### config.mk
export PLATFORM = sky130hd
export DESIGN_NAME = status_line_parser_core
export DESIGN_NICKNAME = d
export VERILOG_FILES = /design/src/design/slp_pkg.sv /design/src/design/status_line_parser_core.sv /design/src/design/slp_ram.sv /design/src/design/slp_datapath.sv /design/src/design/slp_ctrl.sv
export SDC_FILE = /design/constraint.sdc
export NUM_CORES = 2
export LEC_CHECK = 0
export BUFFER_PORTS_ARGS = -buffer_cell sky130_fd_sc_hd__buf_2
export CORE_MARGIN = 2
export CORE_UTILIZATION = 30
export CTS_BUF_LIST = sky130_fd_sc_hd__clkbuf_8
export DETAILED_ROUTE_END_ITERATION = 10
export HOLD_SLACK_MARGIN = 0.06
export PLACE_DENSITY_LB_ADDON = 0.1
export RECOVER_POWER = 100
export SLEW_MARGIN = 20
export SYNTH_ARGS = -nofsm -noshare
export SYNTH_HDL_FRONTEND = slang
export SYNTH_SLANG_ARGS = --single-unit
### constraint.sdc
create_clock -name clk_i -period 3.33 [get_ports clk_i]
set_input_delay 0.666 -clock clk_i [delete_from_list [all_inputs] [get_ports clk_i]]
set_output_delay 0.666 -clock clk_i [all_outputs]
set_load 0.01 [all_outputs]
### src/design/slp_pkg.sv
`timescale 1ns / 1ps
package slp_pkg;
  localparam int LINE_DEPTH = 128;
  localparam int AW = $clog2(LINE_DEPTH);
  localparam int ADDR_MAX_CHARS = 39;
  localparam logic [7:0] CH_LF = 8'd10;
  localparam logic [7:0] CH_CR = 8'd13;
  localparam logic [7:0] CH_COMMA = 8'h2c;
  localparam logic [7:0] CH_COLON = 8'h3a;

  typedef struct packed {
    logic clr;        // reset scan state
    logic rd;         // issue store read at scan pointer
    logic scan;       // evaluate returned byte
    logic emit_rd;    // read address char
  } ctl_t;

  typedef struct packed {
    logic scan_done;
    logic emit_done;
  } sts_t;

  function automatic logic is_dig(input logic [7:0] c);
    return c >= 8'h30 && c <= 8'h39;
  endfunction
endpackage

### src/design/status_line_parser_core.sv
`timescale 1ns / 1ps
// data bytes are stored as they are accepted; a line end on a non-empty line starts
// a scan of the N stored bytes, one store read per byte, then the report and one
// read per address character; input is held off until the last result is taken
// reset (rst_ni low, asynchronous) empties the line and returns to idle
module status_line_parser_core (
  input  logic       clk_i,
  input  logic       rst_ni,
  input  logic       in_valid_i,
  output logic       in_ready_o,
  input  logic [7:0] rx_byte_i,
  output logic       out_valid_o,
  input  logic       out_ready_i,
  output logic       kind_o,
  output logic       last_o,
  output logic       time_found_o,
  output logic [6:0] hours_o,
  output logic [6:0] minutes_o,
  output logic       ip_marker_found_o,
  output logic [5:0] ip_length_o,
  output logic       alarm_event_o,
  output logic [1:0] alarm_slot_o,
  output logic       status_updated_o,
  output logic [7:0] ip_char_o
);
  import slp_pkg::*;

  ctl_t ctl;
  sts_t sts;
  logic wr, empty, tf, ipf, ev, elast;
  logic [6:0] hh, mm;
  logic [5:0] iplen;
  logic [1:0] slot;
  logic [7:0] ch;

  slp_ctrl u_ctrl (
    .clk_i, .rst_ni, .in_valid_i, .in_ready_o, .rx_byte_i,
    .line_empty_i(empty), .sts_i(sts), .ip_length_zero_i(iplen == '0),
    .ctl_o(ctl), .wr_o(wr), .out_valid_o, .out_kind_o(kind_o), .out_ready_i
  );

  slp_datapath u_dp (
    .clk_i, .rst_ni, .wr_i(wr), .wdata_i(rx_byte_i), .ctl_i(ctl), .sts_o(sts),
    .line_empty_o(empty), .time_found_o(tf), .hours_o(hh), .minutes_o(mm),
    .ip_found_o(ipf), .ip_length_o(iplen), .alarm_event_o(ev), .alarm_slot_o(slot),
    .ip_char_o(ch), .emit_last_o(elast)
  );

  // result fields, unused ones zero
  assign last_o = kind_o ? elast : (iplen == '0);
  assign time_found_o = !kind_o && tf;
  assign hours_o = (!kind_o && tf) ? hh : '0;
  assign minutes_o = (!kind_o && tf) ? mm : '0;
  assign ip_marker_found_o = !kind_o && ipf;
  assign ip_length_o = kind_o ? '0 : iplen;
  assign alarm_event_o = !kind_o && ev;
  assign alarm_slot_o = (!kind_o && ev) ? slot : '0;
  assign status_updated_o = !kind_o && (tf || iplen != '0);
  assign ip_char_o = kind_o ? ch : '0;
endmodule

### src/design/slp_ram.sv
`timescale 1ns / 1ps
module slp_ram #(
  parameter int Width = 8,
  parameter int Depth = 128
) (
  input  logic                     clk_i,
  input  logic                     we_i,
  input  logic [$clog2(Depth)-1:0] waddr_i,
  input  logic [Width-1:0]         wdata_i,
  input  logic [$clog2(Depth)-1:0] raddr_i,
  output logic [Width-1:0]         rdata_o
);
  logic [Width-1:0] mem [Depth];
  // write port and registered read
  always_ff @(posedge clk_i) begin
    if (we_i) mem[waddr_i] <= wdata_i;
    rdata_o <= mem[raddr_i];
  end
endmodule

### src/design/slp_datapath.sv
`timescale 1ns / 1ps
module slp_datapath (
  input  logic              clk_i,
  input  logic              rst_ni,
  input  logic              wr_i,
  input  logic [7:0]        wdata_i,
  input  slp_pkg::ctl_t     ctl_i,
  output slp_pkg::sts_t     sts_o,
  output logic              line_empty_o,
  output logic              time_found_o,
  output logic [6:0]        hours_o,
  output logic [6:0]        minutes_o,
  output logic              ip_found_o,
  output logic [5:0]        ip_length_o,
  output logic              alarm_event_o,
  output logic [1:0]        alarm_slot_o,
  output logic [7:0]        ip_char_o,
  output logic              emit_last_o
);
  import slp_pkg::*;

  logic [AW-1:0] len_q, len_d;
  logic [AW:0]   ptr_q;
  logic [AW-1:0] raddr;
  logic [7:0]    rdata;
  logic [AW-1:0] eptr_q;
  logic [5:0]    ecnt_q;

  // shift window of the last ten bytes, w_q[0] newest
  logic [7:0] w_q [10];
  logic [3:0] wn_q;           // number of valid bytes in window, saturating
  logic        tm_hit_q, tm_done_q, ip_hit_q, ip_stop_q, ev_q, ring_hit_q, slot_done_q;
  logic [3:0]  tm_cnt_q;
  logic [7:0]  d0_q, d1_q, d3_q;
  logic [AW-1:0] ip_start_q;

  slp_ram #(.Width(8), .Depth(LINE_DEPTH)) u_ram (
    .clk_i, .we_i(wr_i && (len_q != AW'(LINE_DEPTH-1))), .waddr_i(len_q), .wdata_i,
    .raddr_i(raddr), .rdata_o(rdata)
  );

  // while an address char waits, keep reading the same entry
  assign raddr = ctl_i.emit_rd ? eptr_q :
                 (ecnt_q != '0) ? eptr_q - 1'b1 : ptr_q[AW-1:0];
  assign line_empty_o = len_q == '0;
  assign sts_o.scan_done = ptr_q >= {1'b0, len_q};
  assign sts_o.emit_done = ecnt_q >= ip_length_o;
  assign ip_char_o = rdata;
  assign emit_last_o = ecnt_q == ip_length_o;

  // line length
  always_comb begin
    len_d = len_q;
    if (wr_i) len_d = (len_q == AW'(LINE_DEPTH-1)) ? '0 : len_q + 1'b1;
    if (ctl_i.clr && !wr_i && sts_o.emit_done && ctl_i.emit_rd) len_d = '0;
  end

  logic m_time, m_ip, m_ev, m_ring;
  always_comb begin
    m_time = wn_q >= 4'd5 && w_q[4] == "T" && w_q[3] == "I" && w_q[2] == "M" &&
             w_q[1] == "E" && w_q[0] == CH_COLON;
    m_ip   = wn_q >= 4'd3 && w_q[2] == "I" && w_q[1] == "P" && w_q[0] == CH_COLON;
    m_ring = wn_q >= 4'd4 && w_q[3] == "R" && w_q[2] == "I" && w_q[1] == "N" &&
             w_q[0] == "G";
    m_ev   = wn_q >= 4'd10 && w_q[9] == "E" && w_q[8] == "V" && w_q[7] == "E" &&
             w_q[6] == "N" && w_q[5] == "T" && w_q[4] == CH_COLON && m_ring;
  end

  // scan state, one byte per read
  always_ff @(posedge clk_i or negedge rst_ni) begin
    if (!rst_ni) begin
      len_q <= '0; ptr_q <= '0; eptr_q <= '0; ecnt_q <= '0; wn_q <= '0;
      tm_hit_q <= 1'b0; tm_done_q <= 1'b0; ip_hit_q <= 1'b0; ip_stop_q <= 1'b0;
      ev_q <= 1'b0; ring_hit_q <= 1'b0; slot_done_q <= 1'b0; tm_cnt_q <= '0;
      time_found_o <= 1'b0; ip_length_o <= '0; alarm_slot_o <= '0;
      ip_start_q <= '0;
    end else begin
      len_q <= len_d;
      if (ctl_i.clr) begin
        ptr_q <= '0; wn_q <= '0; tm_hit_q <= 1'b0; tm_done_q <= 1'b0;
        ip_hit_q <= 1'b0; ip_stop_q <= 1'b0; ev_q <= 1'b0; ring_hit_q <= 1'b0;
        slot_done_q <= 1'b0; tm_cnt_q <= '0; time_found_o <= 1'b0;
        ip_length_o <= '0; alarm_slot_o <= '0; ecnt_q <= '0;
      end
      if (ctl_i.rd) begin
        ptr_q <= ptr_q + 1'b1;
      end
      if (ctl_i.scan) begin
        // time field collects five bytes after marker
        if (tm_hit_q && !tm_done_q) begin
          tm_cnt_q <= tm_cnt_q + 1'b1;
          unique case (tm_cnt_q)
            4'd0: d0_q <= rdata;
            4'd1: d1_q <= rdata;
            4'd3: d3_q <= rdata;
            4'd4: begin
              tm_done_q <= 1'b1;
              time_found_o <= is_dig(d0_q) && is_dig(d1_q) && w_q[1] == CH_COLON &&
                              is_dig(d3_q) && is_dig(rdata);
              hours_o <= 7'((d0_q - 8'h30) * 4'd10 + (d1_q - 8'h30));
              minutes_o <= 7'((d3_q - 8'h30) * 4'd10 + (rdata - 8'h30));
            end
            default: ;
          endcase
        end
        if (ip_hit_q && !ip_stop_q) begin
          if (rdata == CH_COMMA || ip_length_o == 6'(ADDR_MAX_CHARS)) ip_stop_q <= 1'b1;
          else ip_length_o <= ip_length_o + 1'b1;
        end
        if (ring_hit_q && !slot_done_q) begin
          slot_done_q <= 1'b1;
          if (rdata >= "1" && rdata <= "3") alarm_slot_o <= rdata[1:0];
        end
        for (int i = 9; i > 0; i--) w_q[i] <= w_q[i-1];
        w_q[0] <= rdata;
        if (wn_q != 4'd10) wn_q <= wn_q + 1'b1;
      end else if (ctl_i.rd && !ctl_i.clr && ptr_q != '0) begin
        // markers checked on window after previous byte landed
        if (m_time && !tm_hit_q) tm_hit_q <= 1'b1;
        if (m_ip && !ip_hit_q) begin
          ip_hit_q <= 1'b1;
          ip_start_q <= ptr_q[AW-1:0];
        end
        if (m_ring && !ring_hit_q) ring_hit_q <= 1'b1;
        if (m_ev) ev_q <= 1'b1;
      end
      // address pointer follows the start until the first char is read
      if (ctl_i.emit_rd) begin
        eptr_q <= eptr_q + 1'b1;
        ecnt_q <= ecnt_q + 1'b1;
      end else if (ecnt_q == '0) begin
        eptr_q <= ip_start_q;
      end
    end
  end

  // final marker check at end of line
  logic ev_fin, ip_fin;
  assign ev_fin = ev_q || (sts_o.scan_done && m_ev);
  assign ip_fin = ip_hit_q || (sts_o.scan_done && m_ip);
  assign alarm_event_o = ev_fin;
  assign ip_found_o = ip_fin;
endmodule

### src/design/slp_ctrl.sv
`timescale 1ns / 1ps
module slp_ctrl (
  input  logic          clk_i,
  input  logic          rst_ni,
  input  logic          in_valid_i,
  output logic          in_ready_o,
  input  logic [7:0]    rx_byte_i,
  input  logic          line_empty_i,
  input  slp_pkg::sts_t sts_i,
  input  logic          ip_length_zero_i,
  output slp_pkg::ctl_t ctl_o,
  output logic          wr_o,
  output logic          out_valid_o,
  output logic          out_kind_o,
  input  logic          out_ready_i
);
  import slp_pkg::*;

  localparam logic [2:0] S_IDLE = 3'd0, S_RD = 3'd1, S_EV = 3'd2, S_FIN = 3'd3,
                         S_REP = 3'd4, S_ERD = 3'd5, S_CHR = 3'd6;
  logic [2:0] st_q, st_d;
  logic eol, acc;

  assign in_ready_o = st_q == S_IDLE;
  assign acc = in_valid_i && in_ready_o;
  assign eol = rx_byte_i == CH_LF || rx_byte_i == CH_CR;
  assign wr_o = acc && !eol;
  assign out_valid_o = st_q == S_REP || st_q == S_CHR;
  assign out_kind_o = st_q == S_CHR;

  // sequencer
  always_comb begin
    st_d = st_q;
    ctl_o = '0;
    unique case (st_q)
      S_IDLE: if (acc && eol && !line_empty_i) begin
        ctl_o.clr = 1'b1; st_d = S_RD;
      end
      S_RD: if (sts_i.scan_done) st_d = S_FIN;
            else begin ctl_o.rd = 1'b1; st_d = S_EV; end
      S_EV: begin ctl_o.scan = 1'b1; st_d = S_RD; end
      S_FIN: st_d = S_REP;
      S_REP: if (out_ready_i) begin
        if (ip_length_zero_i) begin st_d = S_IDLE; ctl_o.emit_rd = 1'b1; ctl_o.clr = 1'b1; end
        else begin st_d = S_ERD; end
      end
      S_ERD: begin ctl_o.emit_rd = 1'b1; st_d = S_CHR; end
      S_CHR: if (out_ready_i) begin
        if (sts_i.emit_done) begin
          st_d = S_IDLE; ctl_o.emit_rd = 1'b1; ctl_o.clr = 1'b1;
        end else st_d = S_ERD;
      end
      default: st_d = S_IDLE;
    endcase
  end

  always_ff @(posedge clk_i or negedge rst_ni) begin
    if (!rst_ni) st_q <= S_IDLE;
    else st_q <= st_d;
  end
endmodule

==> impl_metrics.py <==
metrics = {
    "clock_network": {
        "clkSlewWorstSetupHoldPaths_ns": 0.06,
        "ctsHtreeMaxLevel": 4,
        "root_buffer": "clkbuf_8",
        "cts_tree": "yes",
        "clk_path_buf_depth": 3,
        "clock_latency_ns": 0.96,
        "cts_buffers": 211,
        "cts_sinks": 1212,
    },
    "setup_path": {
        "max_stage_delay_ns": 0.39,
        "worstSetupStartpointType": "flip-flop",
        "path_buf_inv": 7,
        "critPathKind": "reg2reg",
        "cp_cell_sequence": "inv_1, ha_4, nand2b_4, a21o_1, buf_6, a31o_4, o21ai_4, buf_12, nand2_8, buf_12, buf_12, buf_16, a211oi_4, a31oi_4, a211o_4, nor4_4, buf_4, and4b_1",
        "crit_top_cell": "buf_12",
        "path_max_fanout": 6,
        "worstSetupEndpointType": "flip-flop",
        "slowest_stage": "a211o_4",
        "crit_arrival_ns": 4.81,
        "required_ns": 4.17,
        "crit_family": "compound AO/OA/AOI/OAI gates",
    },
    "die": {
        "coreArea_um2": 167000,
        "io_pins": 50,
        "fp.dieW_um": 414,
        "die-area_um2": 171000,
        "start_util_pct": 30.2,
        "row_count": 150,
        "die_h_um": 414,
    },
    "routing": {
        "dr.pass1.iters": 5,
        "wl_per_cell_um": 26.6,
        "first_iter_violations": 2942,
        "drc": 0,
        "viasPerCell": 5.05,
        "routed_wl_um": 178000,
        "num_vias": 33852,
        "drtAntennaViolNets": 0,
    },
    "timing": {
        "rsz0062_at_grt": "true",
        "final_hold_viol_count": 0,
        "worst_slack_ns": -0.639,
        "finalCriticalPeriod_ns": 3.97,
        "drv_slew": 575,
        "worst_hold_slack_ns": 0.182,
        "clock_skew_ns": 0.0571,
        "tightest_slew_ns": 2.74,
        "tns_ns": -37.64,
        "setup-violations-final": 385,
        "relSlewSlack_pct": -82.5,
        "timing.fmax_mhz": 252,
        "min_period_over_period_pct": 119,
    },
    "global_route": {
        "grt_first_pass_wirelength_um": 249000,
        "grt_max_degree": 94,
        "grt_use_total_pct": 20.3,
        "grt_overflow": 0,
        "antenna_found_initial": 16,
        "first_global_vias": 33791,
    },
    "worst_hold_path": {
        "holdCritPathClass": "in2reg",
    },
    "synth": {
        "synthArstFlopShare_pct": 5.12,
        "ys_seq_area_share_pct": 71.5,
        "synth_top_cell_by_area": "edfxtp_1",
        "yosysMostFrequentCell": "edfxtp_1",
        "synth-seq-cells": 1212,
        "synth_area_um2": 50400,
        "synth_top_family_by_area": "compound AO/OA/AOI/OAI gates",
        "synthFlopType": "edfxtp_1",
        "synthDominantCellAreaShare_pct": 68.1,
        "synth_compound_area_share_pct": 10.4,
        "yosys.area_share.simple_pct": 10.3,
        "synthAdderAreaFrac_pct": 1.60,
        "synthCells": 3537,
        "syn_nets": 3611,
        "yosys-top-cells-count": "1142 x edfxtp_1, 479 x nand2_1, 203 x nor2_1",
        "yosys_warnings": 0,
        "synth_edf_count": 1142,
        "netlist_top_cells_area": "edfxtp_1 68%, nand2_1 3.6%, dfrtp_1 3.1%, a211oi_1 2.7%, mux2i_1 2.4%",
        "synth.area.mux_share_pct": 3.14,
        "synth_cell_types": 105,
        "synth-xor-area-share_pct": 0.452,
        "avgSynthCellArea_um2": 14.2,
    },
    "place": {
        "portBuffers": 49,
        "gp_congestion": 0.842,
        "hpwl_um": 114000,
    },
    "outcome": {
        "status": "complete, but fails checks",
        "violations": "capacitance limit, slew limit, setup timing",
    },
    "layout": {
        "drive_gt1_share_pct": 31.2,
        "finish.utilization_pct": 39.5,
        "layout.nets": 4392,
        "syn_to_final_growth_pct": 31.0,
        "n_fill_cell": 15757,
    },
    "job": {
        "maxCapViolations": 11,
    },
}
-- path summary, 6_finish.rpt --
kind | from | slack, ns | endpoint | cells after the start
max | u_dp.ecnt_q[0]$_DFFE_PN0P_ | -0.64 | u_dp.u_ram.rdata_o[3]$_DFF_P_ | 18
min | in_valid_i | 0.18 | u_ctrl.st_q[0]$_DFFE_PN0P_ | 4
max reg2reg | u_dp.ecnt_q[0]$_DFFE_PN0P_ | -0.64 | u_dp.u_ram.rdata_o[3]$_DFF_P_ | 18
min reg2reg | u_dp.d1_q[0]$_DFFE_PP_ | 0.43 | u_dp.hours_o[0]$_DFFE_PP_ | 0
max in group asynchronous | rst_ni | 0.62 | u_dp.len_q[3]$_DFFE_PN0P_ | 4
min in group asynchronous | rst_ni | 0.87 | u_dp.eptr_q[2]$_DFFE_PN0P_ | 3
-- cells in the final DEF (no fill, tap or decap), types with 67 or more instances in the layout --
master    Yosys  layout
a211oi_1    179      94
a211oi_2      1      68
a21oi_1     142     120
and3_1      128     125
buf_12        0      72
buf_4        30     424
buf_6        12      67
clkbuf_8      0     218
edfxtp_1   1142    1142
inv_1        55     129
mux2i_1     122     102
nand2_1     479     469
nand3_1      86      80
nor2_1      203     157
o21ai_0      85      72
-- area by class of cell --
type	instances	area [um^2]	share of cell area, %
sequential	1212	36000	54.6
multi-input combinational	2056	15500	23.5
timing repair buffer	780	7570	11.5
clock buffer	218	3000	4.55
tap	2204	2760	4.18
clock inverter	170	885	1.34
inverter	57	218	0.330
antenna	4	10.0	0.0152
-- flip-flops by register name (all words and copies together) (netlist names), 8 cells and up --
register / flops
u_dp.d3_q: 8
u_dp.w_q: 80
u_dp.d0_q: 8
u_dp.u_ram.rdata_o: 8
u_dp.u_ram.mem: 1024
u_dp.d1_q: 8
u_dp.ptr_q: 8
-- kinds of logic after synthesis --
family | Yosys count
DFF | 1212
and+or+nand+nor | 1091
AOI/OAI and AO/OA | 734
buffers and inverters | 269
muxes | 143
adders and majority gates | 62
xor gates and xnor gates | 26
-- worst min-delay path, cell delays in order --
cell and delay, ns:
buf_2 0.11, nand4_1 0.07, buf_4 0.11, a222oi_1 0.09
-- what timing repair did --
item,in CTS,in global routing
hold endpoints to repair,21,0
endpoints found under the setup margin,60,307
gates cloned,17,18
pin swaps,117,106
resized for setup,458,243
buffers inserted,72,55
hold buffers,3,0
-- stage by stage --
step	setup slack (ns)	cells	area [um^2]
floorplan	0.0417	3537	50400
CTS	-0.789	6639	64700
finish	-0.639	6701	66000
global placement	-1.39	6169	57500
global route	-0.807	6699	66000
detailed placement	-1.39	6169	57500
-- routing by layer --
| metal | vias to the layer above | routed length [um] | global-route usage (%) |
|---|---|---|---|
| li1 | 15342 | - | - |
| met1 | 17275 | 81100 | 27.9 |
| met2 | 943 | 82700 | 31.9 |
| met3 | 282 | 9280 | 4.15 |
| met4 | 10 | 5230 | 6.70 |
| met5 | - | 69 | 0 |
Power is left out: the tool's default activity adds up to more than one toggle a clock period on the data nets, which glitch-free logic cannot reach.
